<file path="src/hw/rtl/bfsa_pkg.sv">
package bfsa_pkg;

  localparam int unsigned MaxSegments = 32;
  localparam int unsigned TotalSpace  = 256;
  localparam int unsigned IdxW        = $clog2(MaxSegments);
  localparam int unsigned CntW        = IdxW + 1;
  localparam int unsigned SizeW       = 9;
  localparam int unsigned IdW         = 16;

  typedef enum logic [1:0] {
    ST_OK     = 2'd0,
    ST_NO_FIT = 2'd1,
    ST_NO_ID  = 2'd2,
    ST_FULL   = 2'd3
  } status_e;

  typedef enum logic {
    KIND_ALLOC = 1'b0,
    KIND_FREE  = 1'b1
  } kind_e;

  typedef struct packed {
    logic             kind;
    logic [SizeW-1:0] request_size;
    logic [IdW-1:0]   owner_id;
  } req_t;

  typedef struct packed {
    logic [1:0]     status;
    logic [IdW-1:0] granted_id;
  } res_t;

  typedef struct packed {
    logic             used;
    logic [IdW-1:0]   owner;
    logic [SizeW-1:0] size;
  } seg_t;

  typedef enum logic [3:0] {
    S_INIT, S_IDLE, S_RD, S_EV, S_RDN, S_EVN, S_MRG, S_MVR, S_MVW, S_WRF, S_WRU
  } state_e;

endpackage

</file>
<file path="src/hw/rtl/best_fit_segment_allocator.sv">
// Best-fit segment allocator with coalescing.
// Pulse start_i with req_i while busy_o is low to issue a request: kind
// allocate picks the smallest free segment that fits (lowest index on ties),
// kind free releases the segment owned by owner_id and merges free neighbors.
// One result per request appears on res_o for exactly one cycle with done_o
// high; the receiver cannot stall it and busy_o stays high until then.
// The segment table sits in a synchronous RAM with separate read and write addresses and a registered read.
// Steps: a scan reads and evaluates table entries in turn; each moved entry
// is read and written back one slot away. Allocate scans all N segments,
// shifts the entries from the best one upward, then writes the remainder
// and the used segment; free scans up to the owner, reads its right
// neighbor if any, writes the merged segment and shifts later entries down.
// After reset the init state writes the initial free segment to entry 0; busy_o
// is high during it. Entries beyond the segment count are never read, so the
// rest of the RAM needs no clearing.
module best_fit_segment_allocator (
  input  logic          clk_i,
  input  logic          rst_ni,
  input  logic          start_i,
  input  bfsa_pkg::req_t req_i,
  output logic          busy_o,
  output logic          done_o,
  output bfsa_pkg::res_t res_o
);
  import bfsa_pkg::*;

  // segment table
  seg_t mem_q [MaxSegments];
  seg_t rdata_q;
  logic we;
  logic [IdxW-1:0] waddr, raddr;
  seg_t wdata;

  always_ff @(posedge clk_i) begin
    if (we) begin
      mem_q[waddr] <= wdata;
    end
    rdata_q <= mem_q[raddr];
  end

  state_e state_q, state_d;
  logic [CntW-1:0] count_q, count_d, idx_q, idx_d;
  logic [CntW-1:0] src_q, src_d, dst_q, dst_d, left_q, left_d;
  logic [IdxW-1:0] best_q, best_d;
  logic [SizeW-1:0] bsize_q, bsize_d;
  logic found_q, found_d, nfree_q, nfree_d, up_q, up_d;
  logic [IdW-1:0] next_id_q, next_id_d;
  req_t rq_q, rq_d;
  seg_t prev_q, prev_d, cur_q, cur_d, nxt_q, nxt_d;
  logic done_q, done_d;
  res_t res_q, res_d;

  // merge decode
  logic pfree;
  logic [CntW-1:0] mk, ms;
  logic [SizeW-1:0] msize;
  logic last;

  always_comb begin
    pfree = (best_q != '0) && !prev_q.used;
    mk    = CntW'(nfree_q) + CntW'(pfree);
    ms    = (pfree || !nfree_q) ? {1'b0, best_q} : {1'b0, best_q} + CntW'(1);
    msize = cur_q.size + (nfree_q ? nxt_q.size : '0) + (pfree ? prev_q.size : '0);
    last  = (idx_q + CntW'(1)) == count_q;
  end

  // memory port control
  always_comb begin
    we    = 1'b0;
    waddr = '0;
    wdata = '0;
    raddr = '0;
    unique case (state_q)
      S_INIT: begin
        we         = 1'b1;
        wdata.size = SizeW'(TotalSpace);
      end
      S_RD:  raddr = idx_q[IdxW-1:0];
      S_RDN: raddr = best_q + IdxW'(1);
      S_MVR: raddr = src_q[IdxW-1:0];
      S_MVW: begin
        we    = 1'b1;
        waddr = dst_q[IdxW-1:0];
        wdata = rdata_q;
      end
      S_WRF: begin
        we         = 1'b1;
        waddr      = best_q + IdxW'(1);
        wdata.size = bsize_q - rq_q.request_size;
      end
      S_WRU: begin
        we    = 1'b1;
        waddr = best_q;
        wdata = '{used: 1'b1, owner: next_id_q, size: rq_q.request_size};
      end
      S_MRG: begin
        we          = 1'b1;
        waddr       = pfree ? best_q - IdxW'(1) : best_q;
        wdata.owner = cur_q.owner;
        wdata.size  = msize;
      end
      default: ;
    endcase
  end

  // next state and datapath
  always_comb begin
    state_d   = state_q;
    count_d   = count_q;
    idx_d     = idx_q;
    src_d     = src_q;
    dst_d     = dst_q;
    left_d    = left_q;
    best_d    = best_q;
    bsize_d   = bsize_q;
    found_d   = found_q;
    nfree_d   = nfree_q;
    up_d      = up_q;
    next_id_d = next_id_q;
    rq_d      = rq_q;
    prev_d    = prev_q;
    cur_d     = cur_q;
    nxt_d     = nxt_q;
    done_d    = 1'b0;
    res_d     = res_q;
    unique case (state_q)
      S_INIT: state_d = S_IDLE;
      S_IDLE: begin
        if (start_i) begin
          rq_d    = req_i;
          idx_d   = '0;
          found_d = 1'b0;
          nfree_d = 1'b0;
          state_d = S_RD;
        end
      end
      S_RD: state_d = S_EV;
      S_EV: begin
        if (rq_q.kind == KIND_ALLOC) begin
          if (!rdata_q.used && rdata_q.size >= rq_q.request_size &&
              (!found_q || rdata_q.size < bsize_q)) begin
            found_d = 1'b1;
            best_d  = idx_q[IdxW-1:0];
            bsize_d = rdata_q.size;
          end
          idx_d   = idx_q + CntW'(1);
          state_d = S_RD;
          if (last) begin
            if (!found_d) begin
              res_d   = '{status: ST_NO_FIT, granted_id: '0};
              done_d  = 1'b1;
              state_d = S_IDLE;
            end else if (count_q == CntW'(MaxSegments)) begin
              res_d   = '{status: ST_FULL, granted_id: '0};
              done_d  = 1'b1;
              state_d = S_IDLE;
            end else begin
              up_d    = 1'b1;
              src_d   = count_q - CntW'(1);
              dst_d   = count_q;
              left_d  = count_q - {1'b0, best_d};
              state_d = S_MVR;
            end
          end
        end else begin
          if (rdata_q.used && rdata_q.owner == rq_q.owner_id) begin
            best_d  = idx_q[IdxW-1:0];
            cur_d   = rdata_q;
            state_d = last ? S_MRG : S_RDN;
          end else begin
            prev_d  = rdata_q;
            idx_d   = idx_q + CntW'(1);
            state_d = S_RD;
            if (last) begin
              res_d   = '{status: ST_NO_ID, granted_id: '0};
              done_d  = 1'b1;
              state_d = S_IDLE;
            end
          end
        end
      end
      S_RDN: state_d = S_EVN;
      S_EVN: begin
        nxt_d   = rdata_q;
        nfree_d = !rdata_q.used;
        state_d = S_MRG;
      end
      S_MRG: begin
        up_d    = 1'b0;
        src_d   = ms + mk;
        dst_d   = ms;
        left_d  = count_q - ms - mk;
        count_d = count_q - mk;
        if (mk == '0 || (count_q - ms - mk) == '0) begin
          res_d   = '{status: ST_OK, granted_id: '0};
          done_d  = 1'b1;
          state_d = S_IDLE;
        end else begin
          state_d = S_MVR;
        end
      end
      S_MVR: state_d = S_MVW;
      S_MVW: begin
        left_d  = left_q - CntW'(1);
        src_d   = up_q ? src_q - CntW'(1) : src_q + CntW'(1);
        dst_d   = up_q ? dst_q - CntW'(1) : dst_q + CntW'(1);
        state_d = S_MVR;
        if (left_q == CntW'(1)) begin
          if (up_q) begin
            state_d = S_WRF;
          end else begin
            res_d   = '{status: ST_OK, granted_id: '0};
            done_d  = 1'b1;
            state_d = S_IDLE;
          end
        end
      end
      S_WRF: state_d = S_WRU;
      S_WRU: begin
        count_d   = count_q + CntW'(1);
        next_id_d = next_id_q + IdW'(1);
        res_d     = '{status: ST_OK, granted_id: next_id_q};
        done_d    = 1'b1;
        state_d   = S_IDLE;
      end
      default: state_d = S_IDLE;
    endcase
  end

  // control registers
  always_ff @(posedge clk_i or negedge rst_ni) begin
    if (!rst_ni) begin
      state_q   <= S_INIT;
      count_q   <= CntW'(1);
      next_id_q <= '0;
      done_q    <= 1'b0;
    end else begin
      state_q   <= state_d;
      count_q   <= count_d;
      next_id_q <= next_id_d;
      done_q    <= done_d;
    end
  end

  // working registers
  always_ff @(posedge clk_i) begin
    idx_q   <= idx_d;
    src_q   <= src_d;
    dst_q   <= dst_d;
    left_q  <= left_d;
    best_q  <= best_d;
    bsize_q <= bsize_d;
    found_q <= found_d;
    nfree_q <= nfree_d;
    up_q    <= up_d;
    rq_q    <= rq_d;
    prev_q  <= prev_d;
    cur_q   <= cur_d;
    nxt_q   <= nxt_d;
    res_q   <= res_d;
  end

  assign busy_o = (state_q != S_IDLE);
  assign done_o = done_q;
  assign res_o  = res_q;

endmodule

</file>
<file path="config.mk">
export PLATFORM = sky130hd
export DESIGN_NAME = best_fit_segment_allocator
export DESIGN_NICKNAME = d
export VERILOG_FILES = /design/src/hw/rtl/bfsa_pkg.sv /design/src/hw/rtl/best_fit_segment_allocator.sv
export SDC_FILE = /design/constraint.sdc
export NUM_CORES = 2
export LEC_CHECK = 0
export ABC_AREA = 0
export BUFFER_PORTS_ARGS = -buffer_cell sky130_fd_sc_hd__buf_2
export CORE_MARGIN = 2
export CORE_UTILIZATION = 65
export DETAILED_ROUTE_END_ITERATION = 8
export PLACE_DENSITY = 0.92
export SETUP_SLACK_MARGIN = 0.2
export SLEW_MARGIN = 20
export SYNTH_ARGS = -nofsm -noshare
export SYNTH_HDL_FRONTEND = slang
export SYNTH_SLANG_ARGS = --single-unit
export TNS_END_PERCENT = 30
</file>
<file path="constraint.sdc">
create_clock -name clk_i -period 7.65 [get_ports clk_i]
set_input_delay 1.1475 -clock clk_i [delete_from_list [all_inputs] [get_ports clk_i]]
set_output_delay 1.1475 -clock clk_i [all_outputs]
set_load 0.01 [all_outputs]
</file>
==> metrics.txt <==
outcome finished clean; Worst Path Arrival 6.11 ns; P per Cell Area 339 mW/mm^2; Ys Warns 0; overall routing resource usage 0.376; Remaining DRCs 0; Final setup viols 0; Die X 257 um; post-CTS sizing 0; CTS H-tree depth 3; Die Area 0.0658 mm^2; hold_ws 0.501 ns; Root Driver clkbuf_16; Critical Path RT 7.95 ns; CP most frequent cell inv_1; vias in the first global route 26800; Place WS 1.87 ns; core area 0.0631 mm^2; Hold/Removal Path Class input port to asynchronous set/reset pin; WL/cell 35.5 um; post-synth cell types 71; clock buffer depth 3; layout cell share with drive strength beyond 1 0.159; slowest CP cell and3_1; postcts setup bufs 0; Fillers 3367; crit-path leading delay family simple AND/OR/NAND/NOR gates; largest net degree at the start of global routing 63; Clk Latency, worst-skew pair 0.70 ns; P&R area growth vs syn 11.9%; critical-path maximum fanout 18; vias per std cell 7.59; fin crit share 0.760; Setup crit end kind register; skew final 0.0462 ns; Buf/Inv on CP 5; CTS tree yes; HPWL after detailed placement 64100 um; slowest stage delay, CP 0.79 ns; RSZ-0062 raised after global routing false; antenna viol nets, final 0; Slew HR 0.119; IO Port Bufs 48; worst setup margin 1.83 ns; first-pass GRT wire length 180000 um; final hold viol count 0; Cell Chain, Critical Path inv_1 -> ha_1 -> a31oi_1 -> buf_4 -> inv_1 -> ha_1 -> mux2i_1 -> inv_1 -> ha_1 -> inv_1 -> fa_1 -> a21o_1 -> a21oi_1 -> xnor2_1 -> or4_1 -> or3_1 -> a211oi_1 -> and3_1; Crit Path Class register to register; FP Rows 92; final WL 127000 um; Final Max Tran Viols 0; syn_area_per_cell 16.2 um^2; final instance area 0.0464 mm^2; leakage power 14.7 nW; fmax 0.172 GHz; Tmin final 5.82 ns; Startpoint Class register; Worst Tran Pin Value 1.31 ns; fraction of registers with async set/reset 0.0267; CTS Hold Buffers Added 0; filler-free cell count of the finished design 3576; Gate Count Post-Synth 2563; placed cells 3391; initial core utilization 0.657; DIE HEIGHT 257 um; prevailing post-synth register cell edfxtp_1; initial antenna violation count 2; Seq/Total Area, Yosys 0.723; TritonCTS Buffers 97; MaxCap Viol Count 0; Boundary Pins 49; routability cong. 0.938; setup tns final 0 ns; placed instance area 0.0430 mm^2; syn_nets 2683; gr ovfl total 0; Detailed Route Iter0 Violations 6213; via count 27100; post-synth design cell area 0.0415 mm^2; EDFF count, synth 959; Clock Pin Slew Worst Setup and Hold Paths 0.06 ns; Sink Count 1012; nets 2767; DRT Pass-1 Iters 9; register bit total from synthesis 1012; Max VDD drop 0.000222 V
-- placed cells by master (no fill, tap or decap), types with 48 or more instances in the layout --
| cell | count |
|---|---|
| buf_2 | 48 |
| nand2_1 | 227 |
| nor2_1 | 51 |
| nand3_1 | 78 |
| ha_1 | 74 |
| buf_4 | 65 |
| mux4_2 | 102 |
| a21oi_1 | 96 |
| edfxtp_1 | 959 |
| inv_1 | 72 |
| xnor2_1 | 70 |
| o22a_1 | 53 |
| clkbuf_16 | 99 |
-- cell type report --
class	instances	area, um^2	share of cell area
diodes	4	10.0	0.000216
clock buffers	122	2630	0.0568
clock inverters	56	613	0.0132
inverters	76	285	0.00615
multi-input cells	1342	11000	0.236
flip-flops and latches	1012	30000	0.647
well taps	846	1060	0.0228
repair buffers	118	843	0.0182
-- cells in the mapped netlist, drive strengths merged, types with 28 or more instances --
| cell type | instances | area share |
|---|---|---|
| nand4 | 37 | 0.0056 |
| nand2 | 230 | 0.021 |
| and3 | 44 | 0.0066 |
| edfxtp | 959 | 0.69 |
| o221ai | 37 | 0.0078 |
| o21ai | 31 | 0.0037 |
| nand3 | 79 | 0.0097 |
| a21oi | 97 | 0.012 |
| a22oi | 32 | 0.0058 |
| ha | 74 | 0.022 |
| buf | 38 | 0.0050 |
| nor3 | 28 | 0.0034 |
| nor2 | 85 | 0.0077 |
| a211oi | 31 | 0.0056 |
| xnor2 | 70 | 0.015 |
| o22ai | 31 | 0.0047 |
| clkbuf | 95 | 0.0086 |
| a221oi | 40 | 0.0084 |
| a31oi | 31 | 0.0050 |
| xor2 | 29 | 0.0061 |
| inv | 75 | 0.0068 |
| a21o | 45 | 0.0081 |
| mux4 | 102 | 0.055 |
| o22a | 53 | 0.011 |
-- power breakdown --
group	leakage, nW	total (mW)	switching [mW]	internal, mW
combinational	5.20	3.81	2.50	1.31
sequential	7.92	6.93	0.440	6.49
clock	1.59	5.01	2.22	2.79
-- registers in the layout (all words and copies together) (netlist names), 5 cells and up --
signal and flops:
best_q 5, dst_q 5, nxt_q 9, rdata_q 26
idx_q 6, cur_q 25, bsize_q 9, res_o 18
mem_q 832, next_id_q 16, prev_q 10, left_q 6
src_q 5, count_q 6, rq_q 26
-- cell families (layout without fill, tap and decap cells) --
kind of cell | Yosys count | count (layout) | synth area share
compound gates | 466 | 466 | 0.0801
xor+xnor | 100 | 100 | 0.0215
fa+ha+maj | 91 | 91 | 0.0305
buf+inv | 209 | 372 | 0.0205
flops | 1012 | 1012 | 0.723
mux | 118 | 118 | 0.0594
other cells | 0 | 4 | 0
simple gates | 567 | 567 | 0.0647
-- worst paths after layout --
check | start | endpoint | slack (ns) | cells after the start
setup reg to reg | best_q[0] | res_o[4] | 1.83 | 18
min in group clk_i | next_id_q[4] | next_id_q[4] | 0.52 | 1
hold / removal | rst_ni | next_id_q[10] | 0.50 | 1
setup / recovery | best_q[0] | res_o[4] | 1.83 | 18
hold reg to reg | next_id_q[4] | next_id_q[4] | 0.52 | 1
max in group asynchronous | rst_ni | next_id_q[15] | 6.71 | 1
-- stage by stage --
stage / power [mW] / utilization
after global routing: 16.1 / 0.735
after global placement: 10.3 / 0.682
after detailed placement: 10.5 / 0.682
final: 15.7 / 0.736
after floorplan: 9.26 / -
after CTS: 15.4 / 0.733
-- per-layer routing --
layer | vias to the layer above | track usage | share of wire
li1 | 10300 | - | -
met5 | - | 0 | 0
met2 | 3157 | 0.574 | 0.45
met1 | 12900 | 0.472 | 0.30
met4 | 0 | 0.226 | 0.081
met3 | 825 | 0.126 | 0.17
Power figures use the tool's default switching activity.
